<file path="src/design/cpu_list_range_parser_unit_defines.svh">
// Assertion macros shared by the CPU list parser sources.
// Defining ASSERT_OFF leaves every assertion out; nothing else is needed.
`ifndef CPU_LIST_RANGE_PARSER_UNIT_DEFINES_SVH
`define CPU_LIST_RANGE_PARSER_UNIT_DEFINES_SVH
`ifndef ASSERT_OFF
// Property checked at every rising clock edge outside reset.
`define CLRP_ASSERT(lbl, clk, rstn, prop, msg) \
  lbl: assert property (@(posedge clk) disable iff (!rstn) (prop)) else $error(msg);
// Expression that must never be true outside reset.
`define CLRP_ASSERT_NEVER(lbl, clk, rstn, expr, msg) \
  lbl: assert property (@(posedge clk) disable iff (!rstn) !(expr)) else $error(msg);
`else
`define CLRP_ASSERT(lbl, clk, rstn, prop, msg)
`define CLRP_ASSERT_NEVER(lbl, clk, rstn, expr, msg)
`endif
`endif

</file>
<file path="src/design/clrp_pkg.sv">
// Types and constants of the CPU list parser: character codes, part phases,
// controller states and the command and status groups. Depends on nothing.
package clrp_pkg;

  localparam int unsigned STORE_WORDS = 16;
  localparam int unsigned PTR_W       = 4;
  localparam int unsigned STORE_CPU_W = 10;

  localparam logic [7:0] CH_TAB   = 8'h09;
  localparam logic [7:0] CH_CR    = 8'h0D;
  localparam logic [7:0] CH_SPACE = 8'h20;
  localparam logic [7:0] CH_PLUS  = 8'h2B;
  localparam logic [7:0] CH_COMMA = 8'h2C;
  localparam logic [7:0] CH_MINUS = 8'h2D;
  localparam logic [7:0] CH_ZERO  = 8'h30;
  localparam logic [7:0] CH_NINE  = 8'h39;

  localparam logic [31:0] INT_MAX   = 32'h7FFF_FFFF;
  localparam logic [31:0] VALUE_CAP = 32'h8000_0000;
  localparam logic [3:0]  TEN       = 4'd10;

  typedef enum logic [2:0] {
    PH_EMPTY,
    PH_SPACE,
    PH_SIGN,
    PH_DIGITS,
    PH_BAD
  } part_phase_e;

  typedef enum logic [1:0] {
    ST_IDLE,
    ST_FILL,
    ST_EMIT
  } clrp_state_e;

  typedef struct packed {
    logic take;
    logic fill_step;
    logic emit_load;
  } cmd_t;

  typedef struct packed {
    logic fill_req;
    logic fill_done;
    logic emit_final;
    logic slot_free;
  } status_t;

endpackage

</file>
<file path="src/design/clrp_ctrl.sv">
// Controller of the CPU list parser: sequences word acceptance, range fills
// and result emission. Depends on clrp_pkg.
module clrp_ctrl (
  input  logic             clk_i,
  input  logic             rst_ni,
  input  logic             in_valid_i,
  input  logic             in_last_i,
  input  clrp_pkg::status_t status_i,
  output logic             ready_o,
  output clrp_pkg::cmd_t   cmd_o
);
  import clrp_pkg::*;

  clrp_state_e state_q, state_d;
  logic        end_pend_q, end_pend_d;

  always_ff @(posedge clk_i or negedge rst_ni) begin
    if (!rst_ni) begin
      state_q    <= ST_IDLE;
      end_pend_q <= 1'b0;
    end else begin
      state_q    <= state_d;
      end_pend_q <= end_pend_d;
    end
  end

  always_comb begin
    state_d    = state_q;
    end_pend_d = end_pend_q;
    case (state_q)
      ST_IDLE: begin
        if (in_valid_i) begin
          if (status_i.fill_req) begin
            state_d    = ST_FILL;
            end_pend_d = in_last_i;
          end else if (in_last_i) begin
            state_d = ST_EMIT;
          end
        end
      end
      ST_FILL: begin
        if (status_i.fill_done) begin
          state_d = end_pend_q ? ST_EMIT : ST_IDLE;
        end
      end
      ST_EMIT: begin
        if (status_i.slot_free && status_i.emit_final) begin
          state_d = ST_IDLE;
        end
      end
      default: state_d = ST_IDLE;
    endcase
  end

  always_comb begin
    ready_o         = 1'b0;
    cmd_o.take      = 1'b0;
    cmd_o.fill_step = 1'b0;
    cmd_o.emit_load = 1'b0;
    case (state_q)
      ST_IDLE: begin
        ready_o    = 1'b1;
        cmd_o.take = in_valid_i;
      end
      ST_FILL: cmd_o.fill_step = 1'b1;
      ST_EMIT: cmd_o.emit_load = status_i.slot_free;
      default: ready_o = 1'b0;
    endcase
  end

endmodule

</file>
<file path="src/design/clrp_datapath.sv">
// Datapath of the CPU list parser: part parsing registers, the sixteen-word
// CPU set store, range fill masks and the output register. Depends on clrp_pkg.
module clrp_datapath #(
  parameter int unsigned SET_SIZE = 1024
) (
  input  logic              clk_i,
  input  logic              rst_ni,
  input  clrp_pkg::cmd_t    cmd_i,
  input  logic [7:0]        in_char_i,
  input  logic              in_last_i,
  input  logic              out_ready_i,
  output clrp_pkg::status_t status_o,
  output logic              out_valid_o,
  output logic [3:0]        out_index_o,
  output logic [63:0]       out_word_o,
  output logic              out_bad_o,
  output logic              out_last_o
);
  import clrp_pkg::*;

  localparam int unsigned EMIT_RAW   = (SET_SIZE + 63) / 64;
  localparam int unsigned EMIT_WORDS = (EMIT_RAW > STORE_WORDS) ? STORE_WORDS : EMIT_RAW;
  localparam logic [PTR_W-1:0] PTR_FINAL = PTR_W'(EMIT_WORDS - 1);
  localparam logic [31:0] SET_LIMIT  = 32'(SET_SIZE);
  localparam logic [31:0] STORE_LIMIT = 32'(STORE_WORDS * 64);

  logic [63:0] store_q [STORE_WORDS];

  logic [31:0]  acc_q, acc_d;
  logic [31:0]  first_q, first_d;
  part_phase_e  phase_q, phase_d;
  logic         neg_q, neg_d;
  logic         second_q, second_d;
  logic         err_q, err_d;

  logic [PTR_W-1:0]       ptr_q, ptr_d;
  logic [STORE_CPU_W-1:0] fill_first_q, fill_first_d;
  logic [STORE_CPU_W-1:0] fill_last_q, fill_last_d;

  logic        out_valid_q, out_valid_d;
  logic [3:0]  out_index_q;
  logic [63:0] out_word_q;
  logic        out_bad_q, out_last_q;

  // Value of the current part and whether it is legal.
  logic        part_ok;
  logic [31:0] part_v;
  // Outcome of closing a token.
  logic        close_err, close_fill;
  logic [31:0] close_first, close_last;
  logic        is_close, is_digit, is_space;
  logic [35:0] acc_next;
  logic        fill_done, emit_final;
  logic [5:0]  lo_bit, hi_bit;
  logic [63:0] fill_mask;

  assign is_close = in_last_i || (in_char_i == CH_COMMA);
  assign is_digit = (in_char_i >= CH_ZERO) && (in_char_i <= CH_NINE);
  assign is_space = (in_char_i == CH_SPACE) || ((in_char_i >= CH_TAB) && (in_char_i <= CH_CR));

  assign acc_next = ({4'b0, acc_q} << 3) + ({4'b0, acc_q} << 1)
                  + {32'b0, 4'(in_char_i - CH_ZERO)};

  always_comb begin
    part_ok = (phase_q == PH_EMPTY) ||
              ((phase_q == PH_DIGITS) && !(neg_q && (acc_q != '0)) && (acc_q <= INT_MAX));
    part_v  = (phase_q == PH_EMPTY) ? '0 : acc_q;
  end

  always_comb begin
    close_err   = 1'b0;
    close_fill  = 1'b0;
    close_first = part_v;
    close_last  = part_v;
    if (!part_ok) begin
      close_err = 1'b1;
    end else if (second_q) begin
      close_first = first_q;
      if ((first_q > part_v) || (part_v >= SET_LIMIT)) begin
        close_err = 1'b1;
      end else begin
        close_fill = first_q < STORE_LIMIT;
      end
    end else begin
      close_fill = (part_v < SET_LIMIT) && (part_v < STORE_LIMIT);
    end
  end

  // Range fill: one store word per cycle, mask bounded by the range ends.
  assign fill_done = (ptr_q == fill_last_q[STORE_CPU_W-1:6]);
  always_comb begin
    lo_bit    = (ptr_q == fill_first_q[STORE_CPU_W-1:6]) ? fill_first_q[5:0] : 6'd0;
    hi_bit    = fill_done ? fill_last_q[5:0] : 6'd63;
    fill_mask = ({64{1'b1}} << lo_bit) & ({64{1'b1}} >> (6'd63 - hi_bit));
  end

  assign emit_final = err_q || (ptr_q == PTR_FINAL);

  always_comb begin
    status_o.fill_req   = is_close && !err_q && !close_err && close_fill;
    status_o.fill_done  = fill_done;
    status_o.emit_final = emit_final;
    status_o.slot_free  = !out_valid_q || out_ready_i;
  end

  always_comb begin
    acc_d        = acc_q;
    first_d      = first_q;
    phase_d      = phase_q;
    neg_d        = neg_q;
    second_d     = second_q;
    err_d        = err_q;
    ptr_d        = ptr_q;
    fill_first_d = fill_first_q;
    fill_last_d  = fill_last_q;

    if (cmd_i.take && !err_q) begin
      if (is_close) begin
        if (close_err) begin
          err_d = 1'b1;
        end else begin
          acc_d    = '0;
          phase_d  = PH_EMPTY;
          neg_d    = 1'b0;
          second_d = 1'b0;
          first_d  = '0;
          if (close_fill) begin
            fill_first_d = close_first[STORE_CPU_W-1:0];
            fill_last_d  = (close_last >= STORE_LIMIT) ? {STORE_CPU_W{1'b1}}
                                                        : close_last[STORE_CPU_W-1:0];
            ptr_d        = close_first[STORE_CPU_W-1:6];
          end
        end
      end else if (is_digit) begin
        if (phase_q != PH_BAD) begin
          acc_d   = (acc_next > {4'b0, VALUE_CAP}) ? VALUE_CAP : acc_next[31:0];
          phase_d = PH_DIGITS;
        end
      end else if (is_space) begin
        phase_d = ((phase_q == PH_EMPTY) || (phase_q == PH_SPACE)) ? PH_SPACE : PH_BAD;
      end else if ((in_char_i == CH_MINUS) && !second_q) begin
        if (!part_ok) begin
          err_d = 1'b1;
        end else begin
          first_d  = part_v;
          second_d = 1'b1;
          acc_d    = '0;
          phase_d  = PH_EMPTY;
          neg_d    = 1'b0;
        end
      end else if ((in_char_i == CH_PLUS) || (in_char_i == CH_MINUS)) begin
        if ((phase_q == PH_EMPTY) || (phase_q == PH_SPACE)) begin
          phase_d = PH_SIGN;
          neg_d   = (in_char_i == CH_MINUS);
        end else begin
          phase_d = PH_BAD;
        end
      end else begin
        phase_d = PH_BAD;
      end
    end

    if (cmd_i.fill_step) begin
      ptr_d = fill_done ? '0 : ptr_q + 1'b1;
    end

    if (cmd_i.emit_load) begin
      if (emit_final) begin
        ptr_d    = '0;
        err_d    = 1'b0;
        acc_d    = '0;
        phase_d  = PH_EMPTY;
        neg_d    = 1'b0;
        second_d = 1'b0;
        first_d  = '0;
      end else begin
        ptr_d = ptr_q + 1'b1;
      end
    end
  end

  always_comb begin
    out_valid_d = out_valid_q;
    if (cmd_i.emit_load) begin
      out_valid_d = 1'b1;
    end else if (out_ready_i) begin
      out_valid_d = 1'b0;
    end
  end

  always_ff @(posedge clk_i or negedge rst_ni) begin
    if (!rst_ni) begin
      acc_q        <= '0;
      first_q      <= '0;
      phase_q      <= PH_EMPTY;
      neg_q        <= 1'b0;
      second_q     <= 1'b0;
      err_q        <= 1'b0;
      ptr_q        <= '0;
      fill_first_q <= '0;
      fill_last_q  <= '0;
      out_valid_q  <= 1'b0;
    end else begin
      acc_q        <= acc_d;
      first_q      <= first_d;
      phase_q      <= phase_d;
      neg_q        <= neg_d;
      second_q     <= second_d;
      err_q        <= err_d;
      ptr_q        <= ptr_d;
      fill_first_q <= fill_first_d;
      fill_last_q  <= fill_last_d;
      out_valid_q  <= out_valid_d;
    end
  end

  // The set store is cleared by reset and again after the final word of a list.
  always_ff @(posedge clk_i or negedge rst_ni) begin
    if (!rst_ni) begin
      for (int i = 0; i < STORE_WORDS; i++) begin
        store_q[i] <= '0;
      end
    end else if (cmd_i.emit_load && emit_final) begin
      for (int i = 0; i < STORE_WORDS; i++) begin
        store_q[i] <= '0;
      end
    end else if (cmd_i.fill_step) begin
      store_q[ptr_q] <= store_q[ptr_q] | fill_mask;
    end
  end

  always_ff @(posedge clk_i) begin
    if (cmd_i.emit_load) begin
      out_index_q <= err_q ? 4'd0 : ptr_q;
      out_word_q  <= err_q ? 64'd0 : store_q[ptr_q];
      out_bad_q   <= err_q;
      out_last_q  <= emit_final;
    end
  end

  assign out_valid_o = out_valid_q;
  assign out_index_o = out_index_q;
  assign out_word_o  = out_word_q;
  assign out_bad_o   = out_bad_q;
  assign out_last_o  = out_last_q;

endmodule

</file>
<file path="src/design/cpu_list_range_parser_unit.sv">
// A comma closing a token starts a range fill over every 64-bit set word the
// token touches (up to sixteen). The end word runs its range fill, if it has one,
// then emits ceil(SET_SIZE/64) words capped at sixteen, or a single error word; a
// waiting output stalls the emission. Reset (rst_ni low, asynchronous) clears
// the set store, parse state and the output valid flag; no clearing pass is
// needed after reset.
`include "cpu_list_range_parser_unit_defines.svh"

// Top level of the CPU list parser. It joins the controller (clrp_ctrl) and
// the datapath (clrp_datapath) and uses clrp_pkg for shared types.
module cpu_list_range_parser_unit #(
  parameter int unsigned SET_SIZE = 1024
) (
  input  logic        clk_i,
  input  logic        rst_ni,
  // Input words: one character of the list per word.
  input  logic        s_axis_tvalid_i,
  output logic        s_axis_tready_o,
  input  logic [7:0]  s_axis_tdata_i,   // [7:0] in_char
  input  logic        s_axis_tlast_i,   // end_of_list
  // Result words: one per CPU set word, or a single error word.
  output logic        m_axis_tvalid_o,
  input  logic        m_axis_tready_i,
  output logic [71:0] m_axis_tdata_o,   // [3:0] word_index, [67:4] set_word, [71:68] zero
  output logic        m_axis_tuser_o,   // bad_list
  output logic        m_axis_tlast_o    // last_word
);
  import clrp_pkg::*;

  cmd_t        cmd;
  status_t     status;
  logic [3:0]  out_index;
  logic [63:0] out_word;

  // The controller only takes a word in its idle state; range fills and
  // result emission hold the input side off until they are done.
  clrp_ctrl u_ctrl (
    .clk_i      (clk_i),
    .rst_ni     (rst_ni),
    .in_valid_i (s_axis_tvalid_i),
    .in_last_i  (s_axis_tlast_i),
    .status_i   (status),
    .ready_o    (s_axis_tready_o),
    .cmd_o      (cmd)
  );

  // The datapath owns the parse registers, the set store and the output
  // register, so a finished result can wait while new characters arrive.
  clrp_datapath #(
    .SET_SIZE (SET_SIZE)
  ) u_datapath (
    .clk_i       (clk_i),
    .rst_ni      (rst_ni),
    .cmd_i       (cmd),
    .in_char_i   (s_axis_tdata_i),
    .in_last_i   (s_axis_tlast_i),
    .out_ready_i (m_axis_tready_i),
    .status_o    (status),
    .out_valid_o (m_axis_tvalid_o),
    .out_index_o (out_index),
    .out_word_o  (out_word),
    .out_bad_o   (m_axis_tuser_o),
    .out_last_o  (m_axis_tlast_o)
  );

  assign m_axis_tdata_o = {4'b0, out_word, out_index};

  // An error result is always the only and final word, with an empty set.
  `CLRP_ASSERT(a_bad_is_final, clk_i, rst_ni, m_axis_tvalid_o && m_axis_tuser_o |-> m_axis_tlast_o && (m_axis_tdata_o[67:4] == 64'd0), "error word is not final or not empty")
  // The output register only fills because the datapath loaded a word.
  `CLRP_ASSERT(a_valid_from_load, clk_i, rst_ni, $rose(m_axis_tvalid_o) |-> $past(cmd.emit_load), "output valid without a load")
  // Taking input, filling and emitting never overlap.
  `CLRP_ASSERT_NEVER(a_cmd_exclusive, clk_i, rst_ni, (cmd.take && cmd.fill_step) || (cmd.take && cmd.emit_load) || (cmd.fill_step && cmd.emit_load), "controller commands overlap")

endmodule
</file>
<file path="config.mk">
export PLATFORM = sky130hd
export DESIGN_NAME = cpu_list_range_parser_unit
export DESIGN_NICKNAME = d
export VERILOG_FILES = /design/src/design/clrp_pkg.sv /design/src/design/clrp_ctrl.sv /design/src/design/clrp_datapath.sv /design/src/design/cpu_list_range_parser_unit.sv
export VERILOG_INCLUDE_DIRS = /design/src /design/src/design
export SDC_FILE = /design/constraint.sdc
export NUM_CORES = 2
export LEC_CHECK = 0
export BUFFER_PORTS_ARGS = -buffer_cell sky130_fd_sc_hd__buf_2
export CAP_MARGIN = 20
export CORE_ASPECT_RATIO = 1.5
export CORE_MARGIN = 4
export CORE_UTILIZATION = 50
export DETAILED_ROUTE_END_ITERATION = 10
export GPL_TIMING_DRIVEN = 0
export PLACE_DENSITY = 0.66
export SLEW_MARGIN = 10
export SYNTH_ARGS = -nofsm -noshare
export SYNTH_HDL_FRONTEND = slang
export SYNTH_SLANG_ARGS = --single-unit
</file>
<file path="constraint.sdc">
create_clock -name clk_i -period 5.6 [get_ports clk_i]
set_input_delay 0.28 -clock clk_i [delete_from_list [all_inputs] [get_ports clk_i]]
set_output_delay 0.28 -clock clk_i [all_outputs]
set_load 0.1 [all_outputs]
</file>
-- Yosys cells after proc, flatten, opt, wreduce, memory -nomap -nowiden
Index checks and enable logic that the tools add are counted.
- bitwise logic cells: 4
- multiply operators: 0
- mux-type cells: 103
- reductions and logical operators: 38
- magnitude comparators: 12
- add/subtract/negate cells: 5
- shifts and indexed selects: 2
- divide/modulo/power cells: 0
- equal/unequal tests: 17
- operator list (operator ; number):
    1024-bit two-way mux ; 2
    1024-bit bitwise mux ; 1
    32-bit two-way mux ; 21
    64-bit binary-select mux with 4-bit select ; 1
    64-bit demux with 4-bit select ; 1
    64-bit two-way mux ; 3
    64-bit bitwise AND ; 1
    32-bit by 11-bit less-than comparator with 1-bit output, second input constant ; 2
    64-bit bitwise OR ; 1
    64-bit by 6-bit left shift with 64-bit output, first input constant ; 1
    64-bit by 6-bit right shift with 64-bit output, first input constant ; 1
    1-bit two-way mux ; 41
    3-bit two-way mux ; 13
    35-bit by 33-bit adder with 36-bit output ; 1
    36-bit by 4-bit adder with 36-bit output ; 1
    36-bit by 32-bit > comparator with 1-bit output, second input constant ; 1
    8-bit by 6-bit equality test with 1-bit output, second input constant ; 4
    32-bit by 11-bit greater-or-equal comparator with 1-bit output, second input constant ; 1
    32-bit > comparator ; 1
    32-bit by 31-bit <= comparator with 1-bit output, second input constant ; 1
    4-bit two-way mux ; 8
    32-bit nonzero test ; 1
    10-bit two-way mux ; 3
    1-bit logical AND ; 13
    other kinds (32) ; 57
- ROM bits: 0
- memories kept: 0
- bits in latches: 0
- bits in writable memories: 0
- input port bits: 13
- output and inout port bits: 76
- bits in registers: 1192

-- Depth between registers and ports, before layout
- word-level depth: 14
- mapped depth: 18
- gate-level depth less buffers: 13

-- By module
Synthesis repeated with hierarchy kept, for this count alone.
- cell total of the unflattened synthesis: 5024
- area, all modules: 55318.1 µm²
- modules (own cells, without submodules) (module ; cells each ; seq. area each (µm²) ; area an instance (µm²) ; times used):
    clrp_datapath ; 5003 ; 30103.9 ; 55110.4 ; 1
    clrp_ctrl ; 16 ; 75.1 ; 173.9 ; 1
    cpu_list_range_parser_unit ; 5 ; 0.0 ; 33.8 ; 1

-- Worst setup path after synthesis
Ideal clock, no wire load.
- path kind: reg2reg
- from: register u_datapath.out_valid_q (netlist: u_datapath.out_valid_o)
- to: register u_datapath.first_q[9]
- data arrival time: 5223 ps
- required time: 5482 ps
- stages on the path, launching flop included: 8
- slack: 259 ps
- clock period less this slack: 5341 ps
- cell sequence: dfrtp_1 > nor2b_1 > nor2_1 > nand2_1 > nand2_1 > a21oi_1 > buf_2 > a2bb2o_4
- longest elaborated chain between the ends: 4
- ends and longest elaborated chain (what ; RTL line ; source):
    start: declaration ; clrp_datapath.sv:40 ; logic out_valid_q, out_valid_d;
    start signal: assignment ; clrp_datapath.sv:213 ; out_valid_q <= out_valid_d;
    1-bit zero test ; clrp_datapath.sv:103 ; status_o.slot_free = !out_valid_q || out_ready_i;
    1-bit logical OR ; clrp_datapath.sv:103 ;
    1-bit two-way mux ; clrp_ctrl.sv:60 ; case (state_q)
    32-bit two-way mux ; clrp_datapath.sv:167 ; if (cmd_i.emit_load) begin
    named net u_datapath.first_d[9] ; clrp_datapath.sv:30 ; logic [31:0] first_q, first_d;
    end signal: assignment ; clrp_datapath.sv:205 ; first_q <= first_d;
    end: declaration ; clrp_datapath.sv:30 ;
The timed path passes the listed nets, and every way through them passes these cells.
A chain may end at the register's enable or synchronous reset.

-- Worst setup path in the final report
- from: register u_datapath.phase_q[2]
- to: register u_datapath.ptr_q[0]
- longest elaborated chain between the ends: 11
- elaborated cells between the ends (all ways): 27
- ends and longest elaborated chain (what ; RTL line ; source):
    start: declaration ; clrp_datapath.sv:31 ; part_phase_e phase_q, phase_d;
    start signal: assignment ; clrp_datapath.sv:206 ; phase_q <= phase_d;
    parallel branches: the longest is 11 deep, another holds 32-bit > comparator ; n/a ;
    end signal: assignment ; clrp_datapath.sv:210 ; ptr_q <= ptr_d;
    end: declaration ; clrp_datapath.sv:36 ; logic [PTR_W-1:0] ptr_q, ptr_d;
Several ways; the timed one is not identified. The select of a mux whose other input is x is not followed.

==> results.cfg <==
[status]
run_status = finished, final reports clean

[sta]
rsz0062_at_grt = no
clock.fmax_mhz = 191.6
holdWs_ns = 0.01904
hold_viol = 0
final_max_slew_viol_count = 0
setup_tns_ns = 0
skew_ns = 0.02143
worst_slew_pin_slew_ns = 1.280
final-setup-viol-count = 0
final.period_utilization_pct = 93.19
slew_headroom_pct = 14.68
min_period_ns = 5.219

[clocking]
clockBufferDepth = 3
clk_pin_slew_ns = 0.07
root_buffer = clkbuf_16
post-cts-setup-buffers = 0
h-tree-depth = 3
tritoncts = yes
worstSkewPairLatency_ns = 0.75
numCtsBuffers = 109
cts_hold_buf = 4
post_cts_resized = 0
cts_num_sinks = 1192

[global_routing]
antenna_found_initial = 10
grt_overflow_total = 0
grt_usage_pct = 33.82
grt_pass1_wl_um = 290000
grt_start_max_net_pins = 160
first_global_vias = 43830

[logic_synthesis]
yosysWarningCount = 0
yosys.area.top_type_share_pct = 50.53
ys_ff_latch = 1192
synth_edf_count = 70
ys_types = 86
synth_flop_cell = dfrtp_1
yosysTopAreaCell = dfrtp_1
ys_seq_area_share_pct = 54.31
synthTopCellsByArea = dfrtp_1 51%, mux4_2 13%, o21ai_0 7.9%, nand2_1 6.6%, edfxtp_1 3.8%
syn_inst = 4885
async_flop_share_pct = 94.13
synthesis.area_um2 = 55570
synth_area_per_cell_um2 = 11.38

[power]
cellPowerDensity_nw_per_um2 = 575.3
power_frac_comb_pct = 40.9
ir_drop_mv = 0.4647
finalPower_w = 0.03594
p_int_w = 0.02105
p_sw_w = 0.01489
clock_power_share_pct = 22.9
seq_power_share_pct = 36.2
switching_share_pct = 41.43
p_leak_nw = 27.95

[drt]
wl_um = 197200
route.detailed.drc = 0
first_pass_iters = 6
vias = 43230
vias_per_cell = 6.487
ant_nets = 0
initialDrtViolationCount = 4821
routedWlPerCell_um = 29.59

[layout]
layout-drive-gt1-share_pct = 16.94
layout.nets = 5237
finish.utilization_pct = 56.69
area_delta_synth_final_pct = 12.41

[floorplan]
rows = 149
initial_core_util_pct = 50.44
die_w_um = 280.2
core_um2 = 110200
die_height_um = 416.3
die_area_um2 = 116600
io_pins = 89

[worst_hold_path]
hp-class = input port to flip-flop

[worst_setup_path]
endpoint_kind = flip-flop
arrival_ns = 5.85
crit_fanout = 10
reg2reg_slack_ns = 0.38
cp.required_ns = 6.23
worst_setup_path_start_kind = flip-flop
path_class = flip-flop to flip-flop

[placed_design]
port_buffers = 83
dp_hpwl_um = 140900
globalplace.congestion = 1.028

[job]
max_cap_violations = 0
## metal layers
metal	up-vias	track usage [%]	routed length (µm)
li1	18180	-	-
met1	22120	39.98	68330
met2	2247	53.48	93260
met3	678	7.518	16880
met4	8	26.90	18680
met5	-	0	35
## critical path, cell delays in order, from the launching register on
cell and delay (ns):
dfrtp_1 0.34, buf_2 0.19, or3_1 0.13, clkbuf_1 0.25, clkbuf_1 0.48, buf_1 0.41
nand2_1 0.11, ha_1 0.31, nand4_1 0.16, nor4_1 0.81, nand3_1 0.26, and3_1 0.27
a22o_1 0.22, nor4bb_1 0.25, buf_2 0.24, nand2_2 0.13, buf_6 0.19, a311o_1 0.33
## synth_stat cells, types with 32 or more instances
library cell	instances
a21o_1	32
a21oi_1	106
a22o_1	217
buf_2	122
clkbuf_1	219
clkbuf_2	34
dfrtp_1	1122
edfxtp_1	70
ha_1	99
mux4_2	320
nand2_1	974
nor2_1	105
nor2b_1	76
o21ai_0	873
o21ai_1	37
## final cells by class
| cell class | instances | area, µm² |
|---|---|---|
| diodes | 12 | 30.03 |
| plain buffers | 423 | 1957 |
| clock buffers | 152 | 3123 |
| clock inverters | 54 | 769.5 |
| fillers | 9309 | 47710 |
| inverters | 27 | 101.3 |
| multi-input cells | 3246 | 23420 |
| flip-flops and latches | 1192 | 30180 |
| well taps | 1434 | 1794 |
| repair buffers | 124 | 1096 |
## stage by stage
| stage | cell area (µm²) | cells | worst slack, ns |
|---|---|---|---|
| 2_1_floorplan | 55580 | 4888 | 0.2591 |
| 3_3_place_gp | 57790 | 6405 | -20.29 |
| 3_5_place_dp | 58420 | 6436 | 0.4474 |
| 4_1_cts | 62350 | 6646 | 0.4088 |
| 5_1_grt | 62450 | 6656 | 0.1036 |
| 6_report | 62470 | 6664 | 0.3815 |
## state kept, by name, indices dropped and copies added, names as in the netlist
signal and count:
u_datapath.out_bad_o 1, u_datapath.first_q 32, u_datapath.out_index_o 4, u_datapath.out_valid_o 1, u_datapath.fill_first_q 10, u_ctrl.state_q 2
u_datapath.out_word_o 64, u_datapath.ptr_q 4, u_datapath.neg_q 1, u_ctrl.end_pend_q 1, u_datapath.store_q 1024, u_datapath.second_q 1
u_datapath.err_q 1, u_datapath.fill_last_q 10, u_datapath.acc_q 32, u_datapath.phase_q 3, u_datapath.out_last_o 1
## worst paths after layout
| kind | from | end | cells after the start |
|---|---|---|---|
| max | u_datapath.phase_q[2] | u_datapath.ptr_q[0] | 17 |
| max reg2reg | u_datapath.phase_q[2] | u_datapath.ptr_q[0] | 17 |
| min in group asynchronous | rst_ni | u_datapath.store_q[706] | 2 |
| max in group asynchronous | rst_ni | u_datapath.acc_q[27] | 7 |
| min | s_axis_tvalid_i | u_ctrl.state_q[1] | 3 |
| min reg2reg | u_datapath.store_q[578] | u_datapath.store_q[578] | 2 |
## cells in the final DEF (no fill, tap or decap), drive strengths merged, types with 21 or more instances in the layout
master,n
a22o,217
o41ai,22
dfrtp,1122
clkbuf,405
mux4,320
ha,99
a21o,32
nor2,106
nand2,976
nand3,27
inv,34
buf,289
xor2,21
clkinv,26
a31oi,30
edfxtp,70
a21oi,110
nor2b,76
o21ai,911
and2,24
## power by group through the flow
stage / registers, W / logic, W / clock network, W
6_report: 0.0130 / 0.0147 / 0.00824
5_1_grt: 0.0133 / 0.0154 / 0.00863
4_1_cts: 0.0130 / 0.0144 / 0.00826
3_5_place_dp: 0.0131 / 0.0144 / 0
3_3_place_gp: 0.0130 / 0.0140 / 0
2_1_floorplan: 0.0146 / 0.00760 / 0
## kinds of logic after synthesis
logic type               after synthesis  synth area share [%]
AO/OA/AOI/OAI                       1444                 15.81
AND/OR/NAND/NOR                     1328                 10.09
flip-flops                          1192                 54.31
buffers and inverters                450                 3.681
multiplexers                         334                 13.25
adder cells (fa/ha/maj)              101                 2.301
XOR/XNOR                              35                0.5517
other                                  1              0.006748
No activity file was read; power rests on OpenSTA's default activity.
